File: config.mk
export PLATFORM = sky130hd
export DESIGN_NAME = iibb_front
export DESIGN_NICKNAME = d
export VERILOG_FILES = /design/src/rtl/iibb_pkg.sv /design/src/rtl/iibb_front.sv
export SDC_FILE = /design/constraint.sdc
export NUM_CORES = 1
export LEC_CHECK = 0
export ABC_AREA = 1
export BUFFER_PORTS_ARGS = -buffer_cell sky130_fd_sc_hd__buf_2
export CAP_MARGIN = 10
export CORE_ASPECT_RATIO = 1.25
export CORE_MARGIN = 2
export CORE_UTILIZATION = 26
export DETAILED_ROUTE_END_ITERATION = 16
export GPL_ROUTABILITY_DRIVEN = 0
export HOLD_SLACK_MARGIN = 0.05
export PLACE_DENSITY_LB_ADDON = 0.2
export REMOVE_ABC_BUFFERS = 1
export SYNTH_ARGS = -nofsm -noshare
export SYNTH_HDL_FRONTEND = slang
export SYNTH_SLANG_ARGS = --single-unit
export TNS_END_PERCENT = 30
File: constraint.sdc
create_clock -name clk -period 2.3 [get_ports clk]
set_input_delay 0.46 -clock clk [delete_from_list [all_inputs] [get_ports clk]]
set_output_delay 0.46 -clock clk [all_outputs]
set_load 0.005 [all_outputs]
File: src/rtl/iibb_pkg.sv
// Shared types and constants for the integral image box blur.
package iibb_pkg;

    localparam int PIX_W = 8;
    localparam int SUM_W = 24;
    localparam int RSUM_W = 16;
    localparam int CNT_W = 9;
    localparam int RAD_W = 5;
    localparam int ADDR_W = 4;

    localparam logic [ADDR_W-1:0] REG_RADIUS = 4'h0;
    localparam logic [ADDR_W-1:0] REG_COLS = 4'h4;
    localparam logic [ADDR_W-1:0] REG_ROWS = 4'h8;

    localparam logic [RAD_W-1:0] RADIUS_RST = 5'd10;
    localparam logic [CNT_W-1:0] DIM_RST = 9'd256;

    localparam logic OP_LOAD = 1'b0;
    localparam logic OP_FETCH = 1'b1;

    // One word passed from the front end to the back end.
    typedef struct packed {
        logic op;
        logic [PIX_W-1:0] pixel;
        logic [PIX_W-1:0] row;
        logic [PIX_W-1:0] col;
    } cmd_t;

endpackage

File: src/rtl/iibb_front.sv
// Front end: accepts commands and holds them in a two-entry queue.
module iibb_front
(
    input  logic clk,
    input  logic rst_n,
    input  logic start,
    input  iibb_pkg::cmd_t cmd_in,
    output logic busy,
    output logic q_valid,
    output iibb_pkg::cmd_t q_cmd,
    input  logic q_pop
);

    iibb_pkg::cmd_t buf_reg [2];
    logic [0:0] rd_ptr_reg;
    logic [0:0] wr_ptr_reg;
    logic [1:0] count_reg;
    logic push;

    assign busy = (count_reg == 2'd2);
    assign push = start && !busy;
    assign q_valid = (count_reg != 2'd0);
    assign q_cmd = buf_reg[rd_ptr_reg];

    always_ff @(posedge clk)
    begin
        if (push)
        begin
            buf_reg[wr_ptr_reg] <= cmd_in;
        end
    end

    always_ff @(posedge clk or negedge rst_n)
    begin
        if (!rst_n)
        begin
            rd_ptr_reg <= 1'b0;
            wr_ptr_reg <= 1'b0;
            count_reg <= 2'd0;
        end
        else
        begin
            if (push)
            begin
                wr_ptr_reg <= wr_ptr_reg + 1'b1;
            end
            if (q_pop)
            begin
                rd_ptr_reg <= rd_ptr_reg + 1'b1;
            end
            count_reg <= count_reg + {1'b0, push} - {1'b0, q_pop};
        end
    end

endmodule

### Word-level counts from Yosys, hierarchy flattened

Memory sizes are Yosys's and may differ from the RTL's.
Index checks and enable logic that the tools add are counted.
Widths: inputs -> output; s select.

* bits in registers: 4
* bits in writable memories: 50
* input port bits: 29
* output and inout bits: 27
* memories kept: 1

* add/sub/neg operators: 4
* equal/unequal tests: 1
* mux-type cells: 2
* reduce and logical (&&, ||, !) cells: 3

Memories
* buf_reg: words 2, width 25, read ports 1, clocked after Yosys merged registers in 0, wr ports 1, RTL line iibb_front.sv:14 `iibb_pkg::cmd_t buf_reg [2];`

Operators with widths (number)
* $add 1x1->1 const B: 2
* $add 2x1->2: 1
* $eq 2x2->1 const B: 1
* $mux 1: 2
* $reduce_bool 2->1: 1
* $sub 2x1->2: 1
* $logic_and 1x1->1: 1
* $logic_not 1->1: 1

### Depth between registers and ports, before layout

Gate-level depths: netlist of the first run.

* word-level depth: 5
* mapped depth: 9
* gate-level depth less buffers: 9

### Least setup slack after synthesis of the first run

Ideal clock, no wire load.

* kind: reg2reg
* from: reg count_reg[1]
* to: mem buf_reg[1][0] (netlist name) (enable)
* arrival time: 1623 ps
* required time: 1893 ps
* setup slack: 271 ps
* cell stages (with the launch flop): 4
* path buffers: 0
* cells stage by stage: dfrtp_1 > nand2_1 > nand2_1 > nor2_1

* longest elaborated chain between the ends: 5

RTL lines
* start, declared: RTL line iibb_front.sv:17 `logic [1:0] count_reg;`
* start signal, assigned: RTL line iibb_front.sv:51 `count_reg <= count_reg + {1'b0, push} - {1'b0, q_pop};`
* $eq 2x2->1: RTL line iibb_front.sv:20 `assign busy = (count_reg == 2'd2);`
* $logic_not 1->1: RTL line iibb_front.sv:21 `assign push = start && !busy;`
* $logic_and 1x1->1: RTL line iibb_front.sv:21
* $mux 1: RTL line iibb_front.sv:27 `if (push)`
* $mux 1 (not written as such): RTL line iibb_front.sv:29 `buf_reg[wr_ptr_reg] <= cmd_in;`
* end, declared: RTL line iibb_front.sv:14

No other way between the ends.

==> results of run 1 <==
-- per-stage QoR --
step           hold WS, ns  setup slack [ns]
2_1_floorplan        0.164             0.142
3_3_place_gp         0.293             0.726
3_5_place_dp         0.286             0.718
4_1_cts              0.331             0.370
5_1_grt              0.323             0.287
6_report             0.344             0.416
-- report_power, final --
group	switching (W)	internal, W	total (W)
logic	0.000610	0.000430	0.00104
clock network	0.000288	0.000304	0.000593
registers	0.0000933	0.00134	0.00144
total	0.000992	0.00208	0.00307
-- kinds of logic (layout without fill, tap and decap cells) --
kind of cell,after synthesis,after routing,synth area share
xor gates and xnor gates,1,1,0.00395
and+or+nand+nor,38,38,0.0655
AOI/OAI and AO/OA,25,25,0.0988
buffers and inverters,39,100,0.0982
adders and majority gates,2,2,0.0113
DFF,54,54,0.722
-- cells in the final DEF, fill, tap and decap left out --
cell	count
dfrtp_1	3
buf_4	2
o21ai_2	25
edfxtp_1	50
clkbuf_8	8
nand2_1	35
nor2_2	1
nand3_1	2
dfrtp_2	1
buf_2	55
inv_1	33
xor2_1	1
dlygate4sd3_1	1
buf_12	1
ha_1	2
-- routing by layer --
| metal | track usage | wire (microns) |
|---|---|---|
| met3 | 0.0323 | 216 |
| met1 | 0.107 | 1620 |
| met5 | 0 | 0 |
| met2 | 0.136 | 1900 |
| met4 | 0.0368 | 38 |
-- cell type report --
cell class,instances,share of cell area
flip-flops and latches,54,0.598
multi-input cells,66,0.149
repair buffers,59,0.120
inverters,33,0.0462
well taps,97,0.0453
clock buffers,8,0.0411
-- worst min-delay path by stage --
stage	cells after the start	endpoint	from
final	1	buf_reg[1][10]	cmd_in[10]
after global routing	1	buf_reg[1][7]	cmd_in[7]
after CTS	1	buf_reg[1][10]	cmd_in[10]
after detailed placement	1	wr_ptr_reg	rst_n
after global placement	1	wr_ptr_reg	rst_n
after floorplan	0	count_reg[0]	rst_n
==> metrics, run 1 <==
gr usage total=0.0867; # hold bufs at CTS=1; final instance area=0.00268 sq mm; total power=0.00307 W; Worst Path Arrival=1.42 ns; starting density of the core=0.269; Hold WC Path Type=input port to flop; DRT Pass-1 Iters=4; VDD IR max=0.612 mV; f_max=531 MHz; Async SR Flop Fraction=0.0741; DIE AREA=0.00929 sq mm; crit path time final=1.88 ns; Seq cells post-synth=54; CORE AREA=0.00824 sq mm; r2r setup slk=0.86 ns; Worst setup EP type=output pin; crit-path max cell delay=0.53 ns; end-of-flow core utilization=0.325; # diodes=0; status=finished, final reports clean; placed inst area=0.00256 sq mm; total gr overflow=0; Max Buffers Root-to-Sink=2; CTS resizes=0; worst-skew pair later-pin latency=0.30 ns; Area Overhead vs Synth=20.8%; number of top-level pins=56; max reg flops=50; synthesized cell area=0.00222 sq mm; Final Non-Filler Cells=317; setup TNS=0 ns; Via density=4.02; setup bufs post-CTS=0; Pwr Density=1150 mW/mm^2; Layout fillers=864; CP Class=flop to output pin; highest net fanout along the worst path=41; synthesized area per cell=13.9 sq um; Yosys top cell area share=0.677; Post-Syn Instances=159; # port buffers=55; cell row count=37; YS warnings=0; vias in the first global route=1231; Max Cap Violations=0; worst-path cell chain=buf_12 > nand2_1 > o21ai_2 > buf_2; slew margin rel.=0.756; Worst-path clk slew=0.09 ns; RSZ-0062 raised after global routing=no; Leak Pwr=1.17 nW; initial antenna violation count=0; DP HPWL=2640 microns; Routed wire per std cell=11.9 microns; startpoint type of the worst setup path=flop; first-pass GRT wire length=6020 microns; Final Setup Violations=0; main flop type after synthesis=edfxtp_1; DRT iter0 DRCs=66; Worst-Margin Slew=0.367 ns; TritonCTS Buffers=5; CP top delay family=flip-flops; top cells by count, synth=edfxtp_1, nand2_1, inv_1; number of synthesized flops with an enable pin=50; Post-route DRC=0; r2r worst-path depth=4; WP depth=4; Worst EP required=1.84 ns; Via Count=1273; Pins Over Slew Limit=0; largest net degree at the start of global routing=42; synth unique cells=11; final antenna-violating net count=0; Tcrit/Tclk final=0.819; slowest CP cell=dfrtp_2; CTS Root Buffer Type=clkbuf_8; area of the multi-input gates=400 sq um; dpl cells=308; Area contributors post-synth=edfxtp_1, o21ai_2, nand2_1; clk_skew=0.00884 ns; layout cell share with drive strength beyond 1=0.423; CP Launch Point=rd_ptr_reg; final net count=250; final wirelength=3780 microns; worst r2r dst=buf_reg[1][21]; H-tree depth=2; register area=0.00160 sq mm; area leader, netlist=edfxtp_1; final number of hold-violating endpoints=0; Clock Sink Count=54; die height=107 microns; CP bufs+invs=2; Die X=86.6 microns; CTS tree=yes; r2r startpoint=count_reg[1]; post-synthesis sequential area ratio=0.722; critical path endpoint=q_cmd[14]; most common cell in the synthesized netlist=edfxtp_1
Note: power is estimated with default switching activity, not from simulation.
==> run 2, diff against run 1 <==
==> constraint.sdc (replaced) <==
create_clock -name clk -period 1.9 [get_ports clk]
set_input_delay 0.38 -clock clk [delete_from_list [all_inputs] [get_ports clk]]
set_output_delay 0.38 -clock clk [all_outputs]
set_load 0.005 [all_outputs]
==> run 2 against run 1 <==
Via count down 0.31%. Sequential power rose by 22%. Sequential share of layout area down 0.39 points. Hold slack worse by 0.082 ns. Total power up 21%. Largest cell class unchanged.
==> metrics, run 2 (synthesized netlist as in run 1, its figures left out) <==
Via density=3.99 (-0.63%); die height=107 microns (unchanged); vias in the first global route=1236 (+0.41%); status=finished, final reports clean; Layout fillers=872 (+0.93%); clk_skew=0.0101 ns (+0.00129 ns); total gr overflow=0 (unchanged); worst-path cell chain=buf_12 > nand2_1 > o21ai_2 > buf_2; Final Setup Violations=0 (unchanged); min-delay src=cmd_in[13]; worst-skew pair later-pin latency=0.30 ns (about the same); startpoint type of the worst setup path=flop; DRT Pass-1 Iters=2 (-2); f_max=575 MHz; max reg flops=50 (unchanged); Area Overhead vs Synth=21.6%; CORE AREA=0.00824 sq mm (unchanged); largest net degree at the start of global routing=26 (-38%); area of the multi-input gates=400 sq um (unchanged); CTS resizes=0 (unchanged); most frequent cells in the layout=buf_2, edfxtp_1, nand2_1; Worst setup EP type=output pin; most common cell after layout, fill and taps aside=buf_2; register area=0.00160 sq mm (unchanged); CP Class=flop to output pin; Pwr Density=1370 mW/mm^2 (+20%); Max Buffers Root-to-Sink=2 (unchanged); Worst Hold Endpoint=buf_reg[1][13]; Worst Hold Depth=1 (unchanged); r2r startpoint=count_reg[1]; final instance area=0.00270 sq mm (+0.65%); final wirelength=3660 microns (-3.2%); slew margin rel.=0.760 (+0.00471); Clock Sink Count=54 (unchanged); layout cell share with drive strength beyond 1=0.425 (+0.00261); Max Cap Violations=0 (unchanged); Worst-Margin Slew=0.359 ns (-0.00707 ns); Tcrit/Tclk final=0.915; Via Count=1269 (-0.31%); final antenna-violating net count=0 (unchanged); Worst-path clk slew=0.09 ns (about the same); slowest CP cell=dfrtp_2; Routed wire per std cell=11.5 microns (-3.5%); Hold WC Path Type=input port to flop; placed inst area=0.00259 sq mm (+1.3%); setup slack after layout=0.161 ns (-0.256 ns); final net count=251 (+0.40%); gr usage total=0.0848 (-0.00191); # port buffers=55 (unchanged); starting density of the core=0.269 (unchanged); CTS tree=yes; RSZ-0062 raised after global routing=no; CTS Root Buffer Type=clkbuf_8; CP top delay family=flip-flops; Worst Path Arrival=1.36 ns (-0.06 ns); number of top-level pins=56 (unchanged); DP HPWL=2560 microns (-3.1%); setup TNS=0 ns (unchanged); crit-path max cell delay=0.57 ns (+0.04 ns); VDD IR max=0.624 mV (+2.0%); # hold bufs at CTS=1 (unchanged); setup bufs post-CTS=0 (unchanged); Leak Pwr=1.17 nW (+0.21%); Post-route DRC=0 (unchanged); r2r worst-path depth=7 (+3); DRT iter0 DRCs=29 (-56%); crit path time final=1.74 ns; highest net fanout along the worst path=21 (-49%); Pins Over Slew Limit=0 (unchanged); pre-CTS setup slack=0.465 ns (-0.253 ns); initial antenna violation count=0 (unchanged); Worst EP required=1.52 ns (-0.32 ns); final number of hold-violating endpoints=0 (unchanged); CP bufs+invs=2 (unchanged); H-tree depth=2 (unchanged); r2r setup slk=0.53 ns (-0.33 ns); worst r2r dst=count_reg[1]; DIE AREA=0.00929 sq mm (unchanged); TritonCTS Buffers=5 (unchanged); first-pass GRT wire length=5860 microns (-2.7%); end-of-flow core utilization=0.327 (+0.00213); cell row count=37 (unchanged); # diodes=0 (unchanged); total power=0.00371 W (+21%); Die X=86.6 microns (unchanged)
run 2: cell types whose count changed in the layout (fill, tap and decap cells not counted), sizes merged:
cell	previous run	this run
buf	58	59
clkbuf	8	6
clkinv	0	1
clkinvlp	0	1
run 2: worst max path at each step:
stage,startpoint,to,slack [ns],cells after the start
after global routing,rd_ptr_reg,q_cmd[3],0.04,4
after global placement,rd_ptr_reg,q_cmd[21],0.47,4
final,rd_ptr_reg,q_cmd[3],0.16,4
after CTS,rd_ptr_reg,q_cmd[21],0.11,4
after floorplan,rd_ptr_reg,q_cmd[12],-0.18,2
after detailed placement,rd_ptr_reg,q_cmd[21],0.46,4
run 2: metal layers:
metal	part of all wire	up-vias	GRT usage
met5	0	-	0
met4	0.013	0	0.0402
met3	0.062	4	0.0323
met2	0.52	28	0.137
met1	0.40	595	0.0978
li1	-	642	-
run 2: cell type report:
type,instances,area share
Sequential cell,54,0.594
Multi-Input combinational cell,66,0.148
Timing Repair Buffer,60,0.131
Inverter,33,0.0459
Tap cell,97,0.0450
Clock buffer,6,0.0306
Clock inverter,2,0.00464
run 2: per-stage QoR:
stage                     std cells  hold WS (ns)
after floorplan                 153        0.0844
after global placement          309         0.205
after detailed placement        309         0.204
after CTS                       318         0.246
after global routing            318         0.235
final                           318         0.262
run 2: power by group:
part / total, W / internal [W] / switching, W / leakage [nW]
sequential: 0.00175 / 0.00163 / 0.000122 / 0.512
clock: 0.000641 / 0.000293 / 0.000348 / 0.0472
combinational: 0.00132 / 0.000580 / 0.000735 / 0.612
total: 0.00371 / 0.00250 / 0.00121 / 1.17
==> run 3, diff against run 2 <==
--- a/config.mk
+++ b/config.mk
@@ -15,6 +15,7 @@
 export GPL_ROUTABILITY_DRIVEN = 0
 export HOLD_SLACK_MARGIN = 0.05
 export PLACE_DENSITY_LB_ADDON = 0.2
+export RECOVER_POWER = 100
 export REMOVE_ABC_BUFFERS = 1
 export SYNTH_ARGS = -nofsm -noshare
 export SYNTH_HDL_FRONTEND = slang
==> run 3 against run 2 <==
Worst setup slack got worse by 0.024 ns. Core utilization fell by 0.93 points. Fmax fell by 1.3%. Clock-buffer cell count did not move. Sequential power barely moved. Total power fell by 3.6%. First-iteration DRC count rose by 17%. Largest cell class unchanged.
==> metrics, run 3 (synthesized netlist as in run 1, its figures left out) <==
H-tree depth=2 (unchanged); CP Class=flop to output pin; Worst-Margin Slew=0.711 ns (+0.351 ns); slew margin rel.=0.526 (-0.234); final net count=251 (unchanged); clk_skew=0.0101 ns (+0.0000186 ns); DRT iter0 DRCs=34 (+17%); crit path time final=1.76 ns (+0.0238 ns); Via density=3.95 (-1.0%); startpoint type of the worst setup path=flop; slowest CP cell=dfrtp_2; number of top-level pins=56 (unchanged); final antenna-violating net count=0 (unchanged); largest net degree at the start of global routing=26 (unchanged); layout cell share with drive strength beyond 1=0.285 (-0.140); total gr overflow=0 (unchanged); Area Overhead vs Synth=18.2%; DRT Pass-1 Iters=4 (+2); crit-path max cell delay=0.52 ns (-0.05 ns); Via Count=1256 (-1.0%); Final Setup Violations=0 (unchanged); Clock Sink Count=54 (unchanged); # diodes=0 (unchanged); status=finished, final reports clean; RSZ-0062 raised after global routing=no; CTS tree=yes; VDD IR max=0.578 mV (-7.4%); Leak Pwr=1.09 nW (-6.9%); Pins Over Slew Limit=0 (unchanged); Worst-path clk slew=0.09 ns (about the same); most frequent cells in the layout=edfxtp_1, nand2_1, inv_1; CTS resizes=0 (unchanged); r2r startpoint=count_reg[1]; Worst setup EP type=output pin; Worst EP required=1.52 ns (about the same); cell row count=37 (unchanged); Hold WC Path Type=input port to flop; worst-path cell chain=buf_12 > o21ai_0 > buf_2; # port buffers=55 (unchanged); vias in the first global route=1236 (unchanged); Max Buffers Root-to-Sink=2 (unchanged); most common cell after layout, fill and taps aside=edfxtp_1; highest net fanout along the worst path=21 (unchanged); gr usage total=0.0848 (unchanged); DIE AREA=0.00929 sq mm (unchanged); Tcrit/Tclk final=0.928 (+0.0125); Max Cap Violations=0 (unchanged); TritonCTS Buffers=5 (unchanged); Routed wire per std cell=11.4 microns (-0.49%); final wirelength=3640 microns (-0.49%); CORE AREA=0.00824 sq mm (unchanged); DP HPWL=2560 microns (unchanged); worst hold slack=0.265 ns (+0.00340 ns); CP bufs+invs=2 (unchanged); starting density of the core=0.269 (unchanged); Worst Path Arrival=1.38 ns (+0.02 ns); max reg flops=50 (unchanged); min-delay src=cmd_in[13]; first-pass GRT wire length=5860 microns (unchanged); setup TNS=0 ns (unchanged); Post-route DRC=0 (unchanged); initial antenna violation count=0 (unchanged); f_max=567 MHz (-1.3%); Pwr Density=1360 mW/mm^2 (-0.76%); CP Launch Point=rd_ptr_reg; final number of hold-violating endpoints=0 (unchanged); Die X=86.6 microns (unchanged); worst-skew pair later-pin latency=0.29 ns (about the same); CTS Root Buffer Type=clkbuf_8; Layout fillers=883 (+1.3%); die height=107 microns (unchanged); CP top delay family=flip-flops
run 3: power breakdown:
group	internal, W	leakage, nW	switching [W]	total (W)
Combinational	0.000483	0.531	0.000707	0.00119
Sequential	0.00163	0.512	0.000114	0.00175
Clock	0.000293	0.0472	0.000344	0.000637
run 3: final timing paths:
kind / cells after the start / slack (ns) / end
worst max-delay path: 3 / 0.14 / q_cmd[8]
worst min-delay path: 1 / 0.27 / buf_reg[1][13]
worst max register to register: 4 / 0.26 / buf_reg[1][2]
worst min register to register: 2 / 0.49 / wr_ptr_reg
max in group asynchronous: 2 / 1.20 / rd_ptr_reg
min in group asynchronous: 2 / 0.46 / count_reg[0]
run 3: per-stage QoR:
| stage | power [W] | std cells | cell area (sq um) | utilization | setup slack [ns] |
|---|---|---|---|---|---|
| final | 0.00357 | 318 | 2620 | 0.318 | 0.137 |
| after global routing | 0.00387 | 318 | 2620 | 0.318 | 0.0526 |
| after CTS | 0.00380 | 318 | 2700 | 0.327 | 0.114 |
| after detailed placement | 0.00314 | 309 | 2590 | 0.314 | 0.465 |
| after global placement | 0.00314 | 309 | 2590 | 0.314 | 0.474 |
| after floorplan | 0.00250 | 153 | 2120 | - | -0.178 |
run 3: cell type report:
class	count	area [sq um]	share of cell area
clock buffers	6	82.6	0.0315
clock inverters	2	12.5	0.00478
inverters	33	124	0.0473
multi-input cells	66	370	0.141
flip-flops and latches	54	1600	0.612
well taps	97	121	0.0463
repair buffers	60	307	0.117
run 3: routing by layer:
metal / part of all wire / up-vias / global-route usage
li1: - / 643 / -
met1: 0.42 / 586 / 0.0978
met2: 0.52 / 25 / 0.137
met3: 0.056 / 2 / 0.0323
met4: 0.010 / 0 / 0.0402
met5: 0 / - / 0
run 3: repair_timing:
item / 4_1_cts / 5_1_grt
hold buffers: 1 / 0
setup buffers: 0 / 0
endpoints found under the hold margin: 4 / 0
